### config.mk
export PLATFORM = sky130hd
export DESIGN_NAME = touch_gesture_tracker_core
export DESIGN_NICKNAME = d
export VERILOG_FILES = /design/src/rtl/tgt_pkg.sv /design/src/rtl/tgt_cfg_regs.sv /design/src/rtl/tgt_rotate.sv /design/src/rtl/tgt_tracker.sv /design/src/rtl/touch_gesture_tracker_core.sv
export VERILOG_INCLUDE_DIRS = /design/src /design/src/rtl
export SDC_FILE = /design/constraint.sdc
export NUM_CORES = 1
export LEC_CHECK = 0
export ABC_AREA = 1
export BUFFER_PORTS_ARGS = -buffer_cell sky130_fd_sc_hd__buf_2
export CAP_MARGIN = 20
export CORE_MARGIN = 4
export CORE_UTILIZATION = 55
export CTS_CLUSTER_DIAMETER = 80
export DETAILED_ROUTE_END_ITERATION = 7
export HOLD_SLACK_MARGIN = 0.1
export PLACE_DENSITY = 0.84
export SLEW_MARGIN = 0
export SYNTH_ARGS = -nofsm -noshare
export SYNTH_HDL_FRONTEND = slang
export SYNTH_SLANG_ARGS = --single-unit
export TNS_END_PERCENT = 50
### constraint.sdc
create_clock -name clk -period 8.1 [get_ports clk]
set_input_delay 0.405 -clock clk [delete_from_list [all_inputs] [get_ports clk]]
set_output_delay 0.405 -clock clk [all_outputs]
set_load 0.01 [all_outputs]
### src/rtl/touch_gesture_tracker_core_macros.svh
// Assertion macros shared by the touch gesture tracker RTL.
// Each macro expects signals named clk and arst_n in the using module.
`ifndef TOUCH_GESTURE_TRACKER_CORE_MACROS_SVH
`define TOUCH_GESTURE_TRACKER_CORE_MACROS_SVH

// Condition a implies condition c in the same cycle.
`define TGT_ASSERT_SAME(label, a, c) \
	label: assert property (@(posedge clk) disable iff (!arst_n) (a) |-> (c)) \
		else $error("touch gesture tracker assertion failed");

// Condition a implies condition c in the next cycle.
`define TGT_ASSERT_NEXT(label, a, c) \
	label: assert property (@(posedge clk) disable iff (!arst_n) (a) |=> (c)) \
		else $error("touch gesture tracker assertion failed");

`endif

### src/rtl/tgt_pkg.sv
// Types, codes and reset values for the touch gesture tracker.
// No dependencies; used by every RTL module of the block.
`default_nettype none

package tgt_pkg;

	typedef struct packed {
		logic [15:0] width;
		logic [15:0] height;
		logic [14:0] threshold;
		logic        portrait;
	} cfg_t;

	typedef struct packed {
		logic [3:0]  touch_count;
		logic [11:0] raw_x;
		logic [11:0] raw_y;
		logic [1:0]  touch_event;
	} item_t;

	typedef struct packed {
		logic [15:0] x;
		logic [15:0] y;
	} point_t;

	typedef struct packed {
		logic [2:0]         gesture;
		logic [15:0]        pos_x;
		logic [15:0]        pos_y;
		logic [15:0]        start_x;
		logic [15:0]        start_y;
		logic signed [15:0] delta_x;
		logic signed [15:0] delta_y;
	} result_t;

	typedef enum logic [4:0] {
		ST_NONE      = 5'b00001,
		ST_DOWN      = 5'b00010,
		ST_UP        = 5'b00100,
		ST_SLIDE     = 5'b01000,
		ST_SLIDE_END = 5'b10000
	} state_t;

	typedef enum logic [1:0] {
		REG_WIDTH     = 2'd0,
		REG_HEIGHT    = 2'd1,
		REG_THRESHOLD = 2'd2,
		REG_PORTRAIT  = 2'd3
	} reg_index_t;

	localparam logic [2:0] GEST_NONE      = 3'd0;
	localparam logic [2:0] GEST_DOWN      = 3'd1;
	localparam logic [2:0] GEST_UP        = 3'd2;
	localparam logic [2:0] GEST_SLIDE     = 3'd3;
	localparam logic [2:0] GEST_SLIDE_END = 3'd4;

	localparam logic [1:0] EV_CONTACT = 2'd2;
	localparam logic [3:0] MAX_TOUCHES = 4'd2;

	localparam logic [15:0] WIDTH_RESET     = 16'd320;
	localparam logic [15:0] HEIGHT_RESET    = 16'd480;
	localparam logic [14:0] THRESHOLD_RESET = 15'd10;

	function automatic logic [2:0] gesture_code(state_t s);
		logic [2:0] code;
		unique case (s)
			ST_NONE:      code = GEST_NONE;
			ST_DOWN:      code = GEST_DOWN;
			ST_UP:        code = GEST_UP;
			ST_SLIDE:     code = GEST_SLIDE;
			ST_SLIDE_END: code = GEST_SLIDE_END;
			default:      code = GEST_NONE;
		endcase
		return code;
	endfunction

endpackage

`default_nettype wire

### src/rtl/tgt_cfg_regs.sv
// APB register file for screen size, slide threshold and orientation.
// Depends on tgt_pkg.
`default_nettype none

module tgt_cfg_regs (
	input  wire logic        clk,
	input  wire logic        arst_n,
	input  wire logic        psel,
	input  wire logic        penable,
	input  wire logic        pwrite,
	input  wire logic [3:0]  paddr,
	input  wire logic [31:0] pwdata,
	output logic      [31:0] prdata,
	output logic             pready,
	output tgt_pkg::cfg_t    cfg
);
	import tgt_pkg::*;

	reg_index_t idx;
	logic       wr_en;

	assign idx    = reg_index_t'(paddr[3:2]);
	assign wr_en  = psel && penable && pwrite && pready;
	assign pready = 1'b1;

	always_ff @(posedge clk or negedge arst_n) begin
		if (!arst_n) begin
			cfg.width     <= WIDTH_RESET;
			cfg.height    <= HEIGHT_RESET;
			cfg.threshold <= THRESHOLD_RESET;
			cfg.portrait  <= 1'b0;
		end else if (wr_en) begin
			unique case (idx)
				REG_WIDTH:     cfg.width     <= pwdata[15:0];
				REG_HEIGHT:    cfg.height    <= pwdata[15:0];
				REG_THRESHOLD: cfg.threshold <= pwdata[14:0];
				REG_PORTRAIT:  cfg.portrait  <= pwdata[0];
				default: ;
			endcase
		end
	end

	always_comb begin
		unique case (idx)
			REG_WIDTH:     prdata = {16'd0, cfg.width};
			REG_HEIGHT:    prdata = {16'd0, cfg.height};
			REG_THRESHOLD: prdata = {17'd0, cfg.threshold};
			REG_PORTRAIT:  prdata = {31'd0, cfg.portrait};
			default:       prdata = 32'd0;
		endcase
	end

endmodule

`default_nettype wire

### src/rtl/tgt_rotate.sv
// Maps a raw panel point to screen coordinates for the selected orientation.
// Depends on tgt_pkg.
`default_nettype none

module tgt_rotate (
	input  wire logic [11:0]   raw_x,
	input  wire logic [11:0]   raw_y,
	input  tgt_pkg::cfg_t      cfg,
	output tgt_pkg::point_t    pt
);
	import tgt_pkg::*;

	// Portrait mirrors both axes; landscape swaps them and mirrors x. All math wraps at 16 bits.
	always_comb begin
		if (cfg.portrait) begin
			pt.x = cfg.width - {4'd0, raw_x};
			pt.y = cfg.height - {4'd0, raw_y};
		end else begin
			pt.x = cfg.width - 16'd1 - {4'd0, raw_y};
			pt.y = {4'd0, raw_x};
		end
	end

endmodule

`default_nettype wire

### src/rtl/tgt_tracker.sv
// Gesture state machine with position, start point and movement registers.
// Depends on tgt_pkg, tgt_rotate and the assertion macro header; the registers also form the result.
`default_nettype none

`include "touch_gesture_tracker_core_macros.svh"

module tgt_tracker (
	input  wire logic          clk,
	input  wire logic          arst_n,
	input  wire logic          en,
	input  tgt_pkg::item_t     item,
	input  tgt_pkg::cfg_t      cfg,
	output tgt_pkg::result_t   res
);
	import tgt_pkg::*;

	state_t state_q, state_d;
	logic [15:0] last_x_q, last_y_q, last_x_d, last_y_d;
	logic [15:0] origin_x_q, origin_y_q, origin_x_d, origin_y_d;
	logic [15:0] move_x_q, move_y_q, move_x_d, move_y_d;

	point_t             pt;
	logic               no_touch;
	logic signed [16:0] dx, dy, th, neg_th;
	logic               beyond;

	tgt_rotate u_rotate (
		.raw_x (item.raw_x),
		.raw_y (item.raw_y),
		.cfg   (cfg),
		.pt    (pt)
	);

	assign no_touch = (item.touch_count == 4'd0) || (item.touch_count > MAX_TOUCHES);
	assign dx       = $signed({1'b0, pt.x}) - $signed({1'b0, last_x_q});
	assign dy       = $signed({1'b0, pt.y}) - $signed({1'b0, last_y_q});
	assign th       = $signed({2'b00, cfg.threshold});
	assign neg_th   = -th;
	assign beyond   = (dx >= th) || (dx <= neg_th) || (dy >= th) || (dy <= neg_th);

	always_comb begin
		state_d    = state_q;
		last_x_d   = last_x_q;
		last_y_d   = last_y_q;
		origin_x_d = origin_x_q;
		origin_y_d = origin_y_q;
		move_x_d   = move_x_q;
		move_y_d   = move_y_q;
		if (no_touch) begin
			if (state_q == ST_DOWN) begin
				state_d = ST_UP;
			end else begin
				last_x_d = cfg.width;
				last_y_d = cfg.height;
				state_d  = ST_SLIDE_END;
			end
		end else if (item.touch_event == EV_CONTACT) begin
			last_x_d = pt.x;
			last_y_d = pt.y;
			unique case (state_q) inside
				ST_NONE, ST_UP: begin
					origin_x_d = pt.x;
					origin_y_d = pt.y;
					state_d    = ST_DOWN;
				end
				ST_DOWN: begin
					if (beyond) begin
						state_d  = ST_SLIDE;
						move_x_d = dx[15:0];
						move_y_d = dy[15:0];
					end else begin
						move_x_d = 16'd0;
						move_y_d = 16'd0;
					end
				end
				ST_SLIDE: begin
					move_x_d = dx[15:0];
					move_y_d = dy[15:0];
				end
				ST_SLIDE_END: ;
				default: ;
			endcase
		end
	end

	always_ff @(posedge clk or negedge arst_n) begin
		if (!arst_n) begin
			state_q    <= ST_NONE;
			last_x_q   <= 16'd0;
			last_y_q   <= 16'd0;
			origin_x_q <= 16'd0;
			origin_y_q <= 16'd0;
			move_x_q   <= 16'd0;
			move_y_q   <= 16'd0;
		end else if (en) begin
			state_q    <= state_d;
			last_x_q   <= last_x_d;
			last_y_q   <= last_y_d;
			origin_x_q <= origin_x_d;
			origin_y_q <= origin_y_d;
			move_x_q   <= move_x_d;
			move_y_q   <= move_y_d;
		end
	end

	assign res.gesture = gesture_code(state_q);
	assign res.pos_x   = last_x_q;
	assign res.pos_y   = last_y_q;
	assign res.start_x = origin_x_q;
	assign res.start_y = origin_y_q;
	assign res.delta_x = $signed(move_x_q);
	assign res.delta_y = $signed(move_y_q);

	`TGT_ASSERT_NEXT(a_release_goes_up, en && no_touch && (state_q == ST_DOWN),
		(state_q == ST_UP) && $stable(last_x_q) && $stable(last_y_q))
	`TGT_ASSERT_NEXT(a_press_sets_start, en && !no_touch &&
		(item.touch_event == EV_CONTACT) && ((state_q == ST_NONE) || (state_q == ST_UP)),
		(state_q == ST_DOWN) && (origin_x_q == last_x_q) && (origin_y_q == last_y_q))
	`TGT_ASSERT_NEXT(a_idle_holds, !en, $stable(state_q) && $stable(last_x_q) &&
		$stable(move_x_q))

endmodule

`default_nettype wire

### src/rtl/touch_gesture_tracker_core.sv
// Top level of the touch gesture tracker: stream ports, input stage, flow control.
// Depends on tgt_pkg, tgt_cfg_regs, tgt_tracker and the assertion macro header.
//
// Channel   Direction  Carries
// s_*       in         one panel report per request (count, raw point, event)
// m_*       out        one gesture result per report (state, position, start, delta)
// APB       in/out     screen width, screen height, slide threshold, portrait mode
//
// One report per cycle is sustained while m_tready does not stall the result.
// The report is registered, then rotation, delta and threshold logic update the
// state registers, which also hold the result shown on m_tdata and m_tuser.
// A stalled result holds the state; the input stage fills and then s_tready drops.
// Reset clears the state to none with zero coordinates and loads default settings.
`default_nettype none

`include "touch_gesture_tracker_core_macros.svh"

module touch_gesture_tracker_core (
	input  wire logic        clk,
	input  wire logic        arst_n,
	input  wire logic        s_tvalid,
	output logic             s_tready,
	input  wire logic [31:0] s_tdata,  // touch_count[3:0], raw_x[15:4], raw_y[27:16], zero
	input  wire logic [1:0]  s_tuser,  // touch_event[1:0]
	output logic             m_tvalid,
	input  wire logic        m_tready,
	output logic      [95:0] m_tdata,  // pos_x, pos_y, start_x, start_y, delta_x, delta_y
	output logic      [2:0]  m_tuser,  // gesture[2:0]
	input  wire logic        psel,
	input  wire logic        penable,
	input  wire logic        pwrite,
	input  wire logic [3:0]  paddr,
	input  wire logic [31:0] pwdata,
	output logic      [31:0] prdata,
	output logic             pready
);
	import tgt_pkg::*;

	cfg_t    cfg;
	item_t   item_s1;
	logic    valid_s1;
	logic    advance;
	result_t res;

	tgt_cfg_regs u_cfg (
		.clk     (clk),
		.arst_n  (arst_n),
		.psel    (psel),
		.penable (penable),
		.pwrite  (pwrite),
		.paddr   (paddr),
		.pwdata  (pwdata),
		.prdata  (prdata),
		.pready  (pready),
		.cfg     (cfg)
	);

	assign advance  = valid_s1 && (!m_tvalid || m_tready);
	assign s_tready = !valid_s1 || advance;

	always_ff @(posedge clk or negedge arst_n) begin
		if (!arst_n) begin
			valid_s1 <= 1'b0;
		end else if (s_tready) begin
			valid_s1 <= s_tvalid;
		end
	end

	always_ff @(posedge clk) begin
		if (s_tready && s_tvalid) begin
			item_s1.touch_count <= s_tdata[3:0];
			item_s1.raw_x       <= s_tdata[15:4];
			item_s1.raw_y       <= s_tdata[27:16];
			item_s1.touch_event <= s_tuser;
		end
	end

	always_ff @(posedge clk or negedge arst_n) begin
		if (!arst_n) begin
			m_tvalid <= 1'b0;
		end else if (advance) begin
			m_tvalid <= 1'b1;
		end else if (m_tready) begin
			m_tvalid <= 1'b0;
		end
	end

	tgt_tracker u_tracker (
		.clk    (clk),
		.arst_n (arst_n),
		.en     (advance),
		.item   (item_s1),
		.cfg    (cfg),
		.res    (res)
	);

	assign m_tuser = res.gesture;
	assign m_tdata = {res.delta_y, res.delta_x, res.start_y, res.start_x, res.pos_y, res.pos_x};

	`TGT_ASSERT_SAME(a_stall_means_full, !s_tready, valid_s1 && m_tvalid)
	`TGT_ASSERT_NEXT(a_accept_fills_stage, s_tvalid && s_tready, valid_s1)
	`TGT_ASSERT_NEXT(a_advance_shows_result, advance, m_tvalid)

endmodule

`default_nettype wire

==> flow_summary.ini, run 1 <==
[run_status]
status = finished, final reports clean

[timing]
hold_viol_final = 0
hold_ws_ps = 129.0
worstMarginPinSlew_ps = 962.6
rsz0062_at_grt = no
final_max_slew_viol_count = 0
setup_viol = 0
fin_setup_tns_ps = 0
finalClockSkew_ps = 12.28
fin_crit_sh_pct = 76.57
period_needed_ps = 6202
relSlewSlack_pct = 35.67
fmax_ghz = 0.1612

[grt]
grt_pass1_vias = 11768
grt_max_degree = 83
antenna_found_initial = 0
grt_overflow = 0
grt_pass1_wl_um = 59470
gr-usage-all-layers_pct = 28.43

[worst_setup_path]
arrival_ps = 6520
worst-setup-path-type = reg2reg
critPathCaptureType = register
cp_common_cell = nand2_1
start_kind = register
critPathMaxStageDelay_ps = 660
crit_required_ps = 8420
crit_fanout = 29
cpMaxStageDelayCell = nand4_2

[yosys]
yosys_warnings = 0
synth.distinct_cells = 55
synth_area_per_cell_um2 = 7.614
yosysMostFrequentCell = nand2_1
yosysSeqAreaShare_pct = 36.13
syn_area_um2 = 12980
yosys-top-cells-area = dfrtp_1, nand2_1, ha_1, edfxtp_1, inv_1
synth-edff-count = 30
synth_top_area_cell = dfrtp_1
synthTopCellsByCount = nand2_1, inv_1, o21ai_0, dfrtp_1, ha_1
async_flop_share_pct = 83.43
ys_ff_latch = 181
postSynthCellCount = 1705
synthFlopType = dfrtp_1
synth_top_area_share_pct = 27.37

[detailed_routing]
totalWireLength_um = 37110
vias = 12093
drt_iter0_drc = 968
postRouteAntennaNets = 0
vias_per_cell = 5.537
drc = 0
wire_per_inst_um = 16.99
drtPass1Iterations = 7

[cts]
numClockSinks = 181
cts_tree = yes
clockBufferDepth = 2
cts.htree.levels = 4
cts_made_buffers = 17
cts-root-buf = clkbuf_16
cts.clk_slew.worst_paths_ps = 80
clock_latency_ps = 450

[placement]
hpwl_um = 29630
routabilityCongestion = 0.9340
portBuffers = 171

[final_layout]
diodes = 0
drive_above_1_share_pct = 14.59
nets = 2070
syn2layout_area_growth_pct = 13.09
fillCellCount = 2035

[power]
leakage_nw = 7.909
power_w = 0.005783
vdd_drop_max_uv = 163.5
p_per_area_nw_per_um2 = 393.9

[flow_run]
drv_cap = 0

[floorplan]
initial_core_util_pct = 56.65
die_w_um = 161.6
fp-row-count = 55
dieArea_um2 = 26130
ios = 211
die_y_um = 161.6
core_um2 = 22920

[hold_path]
hp-class = in2reg
==> per-layer routing <==
layer | part of all wire [%] | GRT usage, % | wire, µm | vias to the layer above
met5 | 0 | 0 | 0 | -
met4 | 3.0 | 9.842 | 1121 | 0
met3 | 7.3 | 4.567 | 2711 | 81
met2 | 47 | 47.15 | 17370 | 487
met1 | 43 | 38.13 | 15920 | 5601
li1 | - | - | - | 5924
==> power breakdown <==
| part | leakage [nW] | internal, W | total (W) | switching (W) |
|---|---|---|---|---|
| Sequential | 2.26 | 0.00111 | 0.00128 | 0.000168 |
| Combinational | 5.36 | 0.00129 | 0.00363 | 0.00235 |
| Clock | 0.289 | 0.000479 | 0.000869 | 0.000390 |
==> worst max-delay path: cells and delay by family, from the launching register on <==
kind	cells	cell delay (ps)
xor gates and xnor gates	1	360
and+or+nand+nor	14	2060
adders and majority gates	4	1380
AOI/OAI and AO/OA	9	1840
DFF	1	440
==> state kept, by name, summed over array words and instances, names as in the netlist <==
name / flops
u_cfg.cfg: 48
u_tracker.last_x_q: 16
u_tracker.move_y_q: 16
u_tracker.origin_y_q: 16
u_tracker.move_x_q: 16
u_tracker.last_y_q: 16
m_tvalid: 1
u_tracker.state_q: 5
valid_s1: 1
u_tracker.origin_x_q: 16
item_s1: 30
==> cells in the final DEF, fill, tap and decap left out, types with 30 or more instances in the layout <==
master and count:
nand2_1 448, inv_1 235, buf_2 170, o21ai_0 153, dfrtp_1 142, ha_1 130, a21oi_1 107, nand3_1 83
nor2_1 71, xor2_1 34, edfxtp_1 30
==> metrics by stage <==
stage               utilization (%)  instances  cell area (µm²)  setup WS [ps]
floorplan                         -       1720            13040           3407
global placement              61.12       2148            14010           2103
detailed placement            61.24       2149            14030           1955
CTS                           63.91       2182            14650           1941
global route                  64.07       2184            14680           1291
finish                        64.07       2184            14680           1898
==> what timing repair did <==
item / 4_1_cts / 5_1_grt
buffers inserted: 0 / 0
endpoints found under the hold margin: 68 / 0
hold buffers: 1 / 0
gates resized for setup: 0 / 0
==> area by class of cell <==
cell class	count	area, µm²	share of cell area, %
inverters	244	915.9	6.238
flip-flops and latches	181	4691	31.95
repair buffers	180	972.2	6.622
clock buffers	20	457.9	3.119
multi-input cells	1234	7109	48.42
clock inverters	12	143.9	0.9801
well taps	313	391.6	2.667
==> cell families (layout without fill, tap and decap cells) <==
logic type,after synthesis,after routing,share of synthesized area (%)
compound gates,340,340,14.48
flops,181,181,36.13
buf+inv,305,456,9.560
fa+ha+maj,135,135,13.30
xor+xnor,46,46,3.103
other cells,2,17,0.05785
simple gates,696,696,23.37
==> final timing paths <==
check	startpoint	end	slack, ps	cells after the start
min in group asynchronous	arst_n	u_tracker.move_x_q[1]$_DFFE_PN0P_	540	2
min	s_tdata[27]	item_s1[13]$_DFFE_PP_	130	1
max in group asynchronous	arst_n	u_cfg.cfg[21]$_DFFE_PN1P_	6290	4
max reg2reg	u_cfg.cfg[32]$_DFFE_PN0P_	u_tracker.move_x_q[5]$_DFFE_PN0P_	1900	28
min reg2reg	u_tracker.move_x_q[2]$_DFFE_PN0P_	u_tracker.move_x_q[2]$_DFFE_PN0P_	480	2
max	u_cfg.cfg[32]$_DFFE_PN0P_	u_tracker.move_x_q[5]$_DFFE_PN0P_	1900	28
Note: power is estimated with default switching activity, not from simulation.
==> inputs of run 2 (changes only) <==
==> constraint.sdc (replaced) <==
create_clock -name clk -period 5.9 [get_ports clk]
set_input_delay 0.295 -clock clk [delete_from_list [all_inputs] [get_ports clk]]
set_output_delay 0.295 -clock clk [all_outputs]
set_load 0.01 [all_outputs]
==> flow_summary.ini, run 2 (same netlist as run 1, synthesis figures left out) <==
[grt]
grt_max_degree = 109
antenna_found_initial = 1
grt_pass1_wl_um = 60870
grt_overflow = 0
grt_pass1_vias = 11964
gr-usage-all-layers_pct = 29.06

[detailed_routing]
drtPass1Iterations = 6
wire_per_inst_um = 17.22
totalWireLength_um = 38310
postRouteAntennaNets = 0
drc = 0
drt_iter0_drc = 1197
vias_per_cell = 5.631
vias = 12530

[flow_run]
drv_cap = 0

[worst_setup_path]
r2r-start = u_cfg.cfg[18]$_DFFE_PN0P_
arrival_ps = 5780
crit_fanout = 29
crit_required_ps = 6220
cp-endpoint = u_tracker.move_x_q[13]$_DFFE_PN0P_
rr_endpoint = u_tracker.move_x_q[13]$_DFFE_PN0P_
startpoint = u_cfg.cfg[18]$_DFFE_PN0P_
critPathCaptureType = register
worst-setup-path-type = reg2reg
cpMaxStageDelayCell = ha_1
critPathMaxStageDelay_ps = 460
reg2reg_depth = 34
start_kind = register
r2r_setup_slack_ps = 440
cp_common_cell = nand2_1

[final_layout]
fillCellCount = 1965
fin_area_um2 = 15090
diodes = 0
final_common_cell = nand2_1
largest_reg_flops = 48
top_regs = u_cfg.cfg: 48 flops, item_s1: 30 flops
multi_input_area_um2 = 7152
layout_common_cells = nand2_1, inv_1, buf_2, o21ai_0, dfrtp_1
final_core_util_pct = 65.84
regArea_um2 = 4693
largest-register = u_cfg.cfg
drive_above_1_share_pct = 15.27
syn2layout_area_growth_pct = 16.22
nets = 2112

[placement]
routabilityCongestion = 0.9456
hpwl_um = 29530
place_area_um2 = 14090
portBuffers = 171

[floorplan]
die_w_um = 161.6
core_um2 = 22920
die_y_um = 161.6
ios = 211
fp-row-count = 55
initial_core_util_pct = 56.65
dieArea_um2 = 26130

[timing]
fmax_ghz = 0.1830
hold_viol_final = 0
relSlewSlack_pct = 30.91
worstMarginPinSlew_ps = 1036
finalClockSkew_ps = 8.459
final_max_slew_viol_count = 0
fin_crit_sh_pct = 92.62
period_needed_ps = 5465
setup_viol = 0

[cts]
cts.htree.levels = 4
cts_made_buffers = 17
cts-root-buf = clkbuf_16
clockBufferDepth = 2
clock_latency_ps = 440
cts.clk_slew.worst_paths_ps = 70
cts_tree = yes
numClockSinks = 181

[run_status]
status = finished, final reports clean

[hold_path]
hp-class = in2reg

[power]
p_per_area_nw_per_um2 = 540.7
leakage_nw = 8.095
power_w = 0.008159
vdd_drop_max_uv = 235.8
-- run 2: cell types whose count changed in the layout (fill, tap and decap cells not counted), sizes merged --
cell,before,now
dlygate4sd3,1,32
buf,179,190
bufinv,2,3
clkinv,7,6
clkinvlp,2,1
-- run 2: through the flow --
stage	std cells	TNS [ps]	worst slack, ps	hold slack (ps)
5_1_grt	2225	-12.08	-7.519	126.7
3_5_place_dp	2159	0	295.0	460.4
6_report	2225	0	435.2	131.0
3_3_place_gp	2159	0	499.3	458.3
2_1_floorplan	1720	0	1207	-0.5911
4_1_cts	2222	0	227.0	123.0
-- run 2: layout make-up --
class | count | area share (%)
flip-flops and latches | 181 | 31.11
well taps | 313 | 2.596
repair buffers | 222 | 8.832
inverters | 244 | 6.070
clock buffers | 20 | 3.027
clock inverters | 11 | 0.9702
multi-input cells | 1234 | 47.40
-- run 2: how the worst min path moves through the flow --
| stage | cells after the start | endpoint | start |
|---|---|---|---|
| CTS | 4 | m_tvalid$_DFFE_PN0P_ | m_tready |
| floorplan | 0 | m_tvalid$_DFFE_PN0P_ | arst_n |
| global route | 4 | m_tvalid$_DFFE_PN0P_ | m_tready |
| global placement | 2 | u_tracker.move_x_q[1]$_DFFE_PN0P_ | u_tracker.move_x_q[1]$_DFFE_PN0P_ |
| detailed placement | 2 | u_tracker.move_y_q[5]$_DFFE_PN0P_ | u_tracker.move_y_q[5]$_DFFE_PN0P_ |
| finish | 4 | m_tvalid$_DFFE_PN0P_ | m_tready |
-- run 2: repair_timing --
action                     in CTS  in global routing
hold buffers                   32                  0
resized for setup               0                 12
hold endpoints to repair      130                  0
setup buffers                   0                  2
setup endpoints to repair       0                 35
-- run 2: worst max-delay path: cells and delay by family (launching register included) --
family	cells	cell delay, ps
and+or+nand+nor	20	1790
AOI/OAI and AO/OA	8	1310
adders and majority gates	3	1170
DFF	1	440
xor gates and xnor gates	2	420
buffers and inverters	1	200
-- run 2: metal layers --
metal  vias to the layer above  wire length, µm  track usage (%)
li1                       5998                -                -
met1                      5904            15880            39.00
met2                       535            18240            48.66
met3                        91             2986            4.287
met4                         2             1195            9.573
met5                         -               13                0
-- run 2: report_power, final --
group	leakage [nW]	switching (W)	internal (W)
clock network	0.298	0.000522	0.000690
registers	2.26	0.000233	0.00153
logic	5.54	0.00329	0.00189
==> inputs of run 3 (changes only) <==
--- a/config.mk
+++ b/config.mk
@@ -6,11 +6,11 @@
 export SDC_FILE = /design/constraint.sdc
 export NUM_CORES = 1
 export LEC_CHECK = 0
-export ABC_AREA = 1
 export BUFFER_PORTS_ARGS = -buffer_cell sky130_fd_sc_hd__buf_2
 export CAP_MARGIN = 20
 export CORE_MARGIN = 4
 export CORE_UTILIZATION = 55
+export CTS_BUF_LIST = sky130_fd_sc_hd__clkbuf_4 sky130_fd_sc_hd__clkbuf_8
 export CTS_CLUSTER_DIAMETER = 80
 export DETAILED_ROUTE_END_ITERATION = 7
 export HOLD_SLACK_MARGIN = 0.1
==> flow_summary.ini, run 3 <==
[run_status]
status = finished, final reports clean

[timing]
period_needed_ps = 5840
final_max_slew_viol_count = 0
hold_ws_ps = 133.9
fin_setup_tns_ps = 0
worstMarginPinSlew_ps = 1008
finalClockSkew_ps = 19.87
fmax_ghz = 0.1712
rsz0062_at_grt = yes
hold_viol_final = 0
setup_viol = 0
fin_crit_sh_pct = 98.98
fin_ws_ps = 60.27
relSlewSlack_pct = 32.80

[worst_setup_path]
critPathCaptureType = register
r2r_setup_slack_ps = 60
worst-setup-path-type = reg2reg
start_kind = register
rr_endpoint = u_tracker.state_q[1]$_DFFE_PN0P_
critPathMaxStageDelay_ps = 460
arrival_ps = 6260
crit_fanout = 4
reg2reg_depth = 29
cp_common_cell = buf_4
cpMaxStageDelayCell = dfrtp_2
r2r-start = u_cfg.cfg[33]$_DFFE_PN0P_
crit_required_ps = 6320
cpLargestDelayFamily = compound AO/OA/AOI/OAI gates
critPathBufInv = 5

[yosys]
synth.distinct_cells = 71
postSynthCellCount = 1414
synthFlopType = dfrtp_1
synth_top_area_cell = dfrtp_1
synthTopCellsByCount = nand2_1, dfrtp_1, ha_1, o21ai_0, inv_1
yosysMostFrequentCell = nand2_1
syn_area_um2 = 12840
yosysSeqAreaShare_pct = 36.52
synth_top_area_share_pct = 27.66
async_flop_share_pct = 83.43
synth-edff-count = 30
ys_ff_latch = 181
yosys_warnings = 0
synth_area_per_cell_um2 = 9.084
yosys-top-cells-area = dfrtp_1, ha_1, edfxtp_1, nand2_1, xnor2_1

[detailed_routing]
drtPass1Iterations = 6
vias = 12128
postRouteAntennaNets = 0
totalWireLength_um = 40790
vias_per_cell = 5.850
drc = 0
drt_iter0_drc = 1397
wire_per_inst_um = 19.68

[placement]
pre_cts_ws_ps = -371.0
portBuffers = 171
place_area_um2 = 14880
hpwl_um = 30290
routabilityCongestion = 0.9597

[power]
p_per_area_nw_per_um2 = 556.3
leakage_nw = 7.846
vdd_drop_max_uv = 306.0

[cts]
numClockSinks = 181
cts_made_buffers = 17
cts-root-buf = clkbuf_8
clockBufferDepth = 2
cts.htree.levels = 4
cts.clk_slew.worst_paths_ps = 110
clock_latency_ps = 480
cts_tree = yes

[final_layout]
syn2layout_area_growth_pct = 26.39
largest-register = u_cfg.cfg
top_regs = u_cfg.cfg: 48 flops, item_s1: 30 flops
fillCellCount = 1701
drive_above_1_share_pct = 29.32
fin_area_um2 = 16230
final_core_util_pct = 71.27
final_common_cell = nand2_1
nets = 1959
layout_common_cells = nand2_1, buf_2, buf_4, dfrtp_1, ha_1
diodes = 0
largest_reg_flops = 48

[grt]
grt_max_degree = 83
grt_pass1_vias = 11797
gr-usage-all-layers_pct = 30.17
grt_overflow = 0
antenna_found_initial = 0
grt_pass1_wl_um = 62180

[flow_run]
drv_cap = 0

[hold_path]
whs_endpoint = u_cfg.cfg[11]$_DFFE_PN0P_
whs_path_depth = 3
hp-start = pwdata[10]
hp-class = in2reg

[floorplan]
die_w_um = 160.8
initial_core_util_pct = 56.39
ios = 211
fp-row-count = 55
core_um2 = 22780
die_y_um = 160.8
dieArea_um2 = 25860
[run 3: changes by cell type after synthesis, sizes merged, moves of 34 or more]
cell / previous run / this run
nand3: 100 / 26
xnor2: 12 / 62
nand2: 460 / 197
mux2: 0 / 43
mux2i: 0 / 34
inv: 241 / 101
o21ai: 160 / 107
[run 3: cell type report]
cell class	count	area [µm²]	area share, %
Multi-Input combinational cell	1080	7858	48.40
Sequential cell	181	4692	28.90
Timing Repair Buffer	366	2501	15.41
Tap cell	313	391.6	2.412
Inverter	101	381.6	2.351
Clock buffer	18	241.5	1.487
Clock inverter	14	168.9	1.040
[run 3: layer usage]
layer / share of wire [%] / global-route usage (%)
met1: 41 / 40.71
met2: 47 / 50.48
met3: 8.5 / 4.901
met4: 3.3 / 8.841
met5: 0 / 0
[run 3: how the worst max path moves through the flow]
stage | from | endpoint | slack (ps) | cells after the start
after global routing | item_s1[3]$_DFFE_PP_ | u_tracker.state_q[1]$_DFFE_PN0P_ | -230 | 32
after global placement | u_cfg.cfg[32]$_DFFE_PN0P_ | u_tracker.move_y_q[7]$_DFFE_PN0P_ | -160 | 26
final | u_cfg.cfg[33]$_DFFE_PN0P_ | u_tracker.state_q[1]$_DFFE_PN0P_ | 60 | 29
after CTS | u_cfg.cfg[32]$_DFFE_PN0P_ | u_tracker.state_q[1]$_DFFE_PN0P_ | -40 | 30
after floorplan | u_cfg.cfg[32]$_DFFE_PN0P_ | u_tracker.move_x_q[9]$_DFFE_PN0P_ | 100 | 28
after detailed placement | u_cfg.cfg[32]$_DFFE_PN0P_ | u_tracker.move_y_q[14]$_DFFE_PN0P_ | -370 | 25
[run 3: power by group]
part	total, W	switching, W	internal, W
Combinational	0.00631	0.00334	0.00297
Sequential	0.00181	0.000272	0.00154
Clock	0.000911	0.000514	0.000397
[run 3: through the flow]
step	cells	total power (W)
6_report	2073	0.009031
5_1_grt	2073	0.009670
4_1_cts	2065	0.008583
3_5_place_dp	1985	0.007428
3_3_place_gp	1985	0.007244
2_1_floorplan	1429	0.005211
[run 3: repair_timing]
action	in CTS	in global routing
cloned	1	2
pin swaps	11	34
endpoints found under the setup margin	34	34
gates resized for setup	30	65
setup buffers	7	6
hold buffers	40	0
endpoints found under the hold margin	117	0
[run 3: worst reg2reg max path: cells and delay by family (launching register included)]
kind                       cells  cell delay [ps]
adders and majority gates      3              890
DFF                            1              460
AOI/OAI and AO/OA             15             2680
buffers and inverters          5              780
xor gates and xnor gates       2              310
and+or+nand+nor                4              680
[run 3: kinds of logic after synthesis]
logic type	count (synthesis)	share of synthesized area [%]
XOR/XNOR	76	5.182
adder cells (fa/ha/maj)	135	13.44
AO/OA/AOI/OAI	345	17.38
other	2	0.05847
multiplexers	78	6.595
flip-flops	181	36.52
AND/OR/NAND/NOR	429	15.24
buffers and inverters	168	5.581
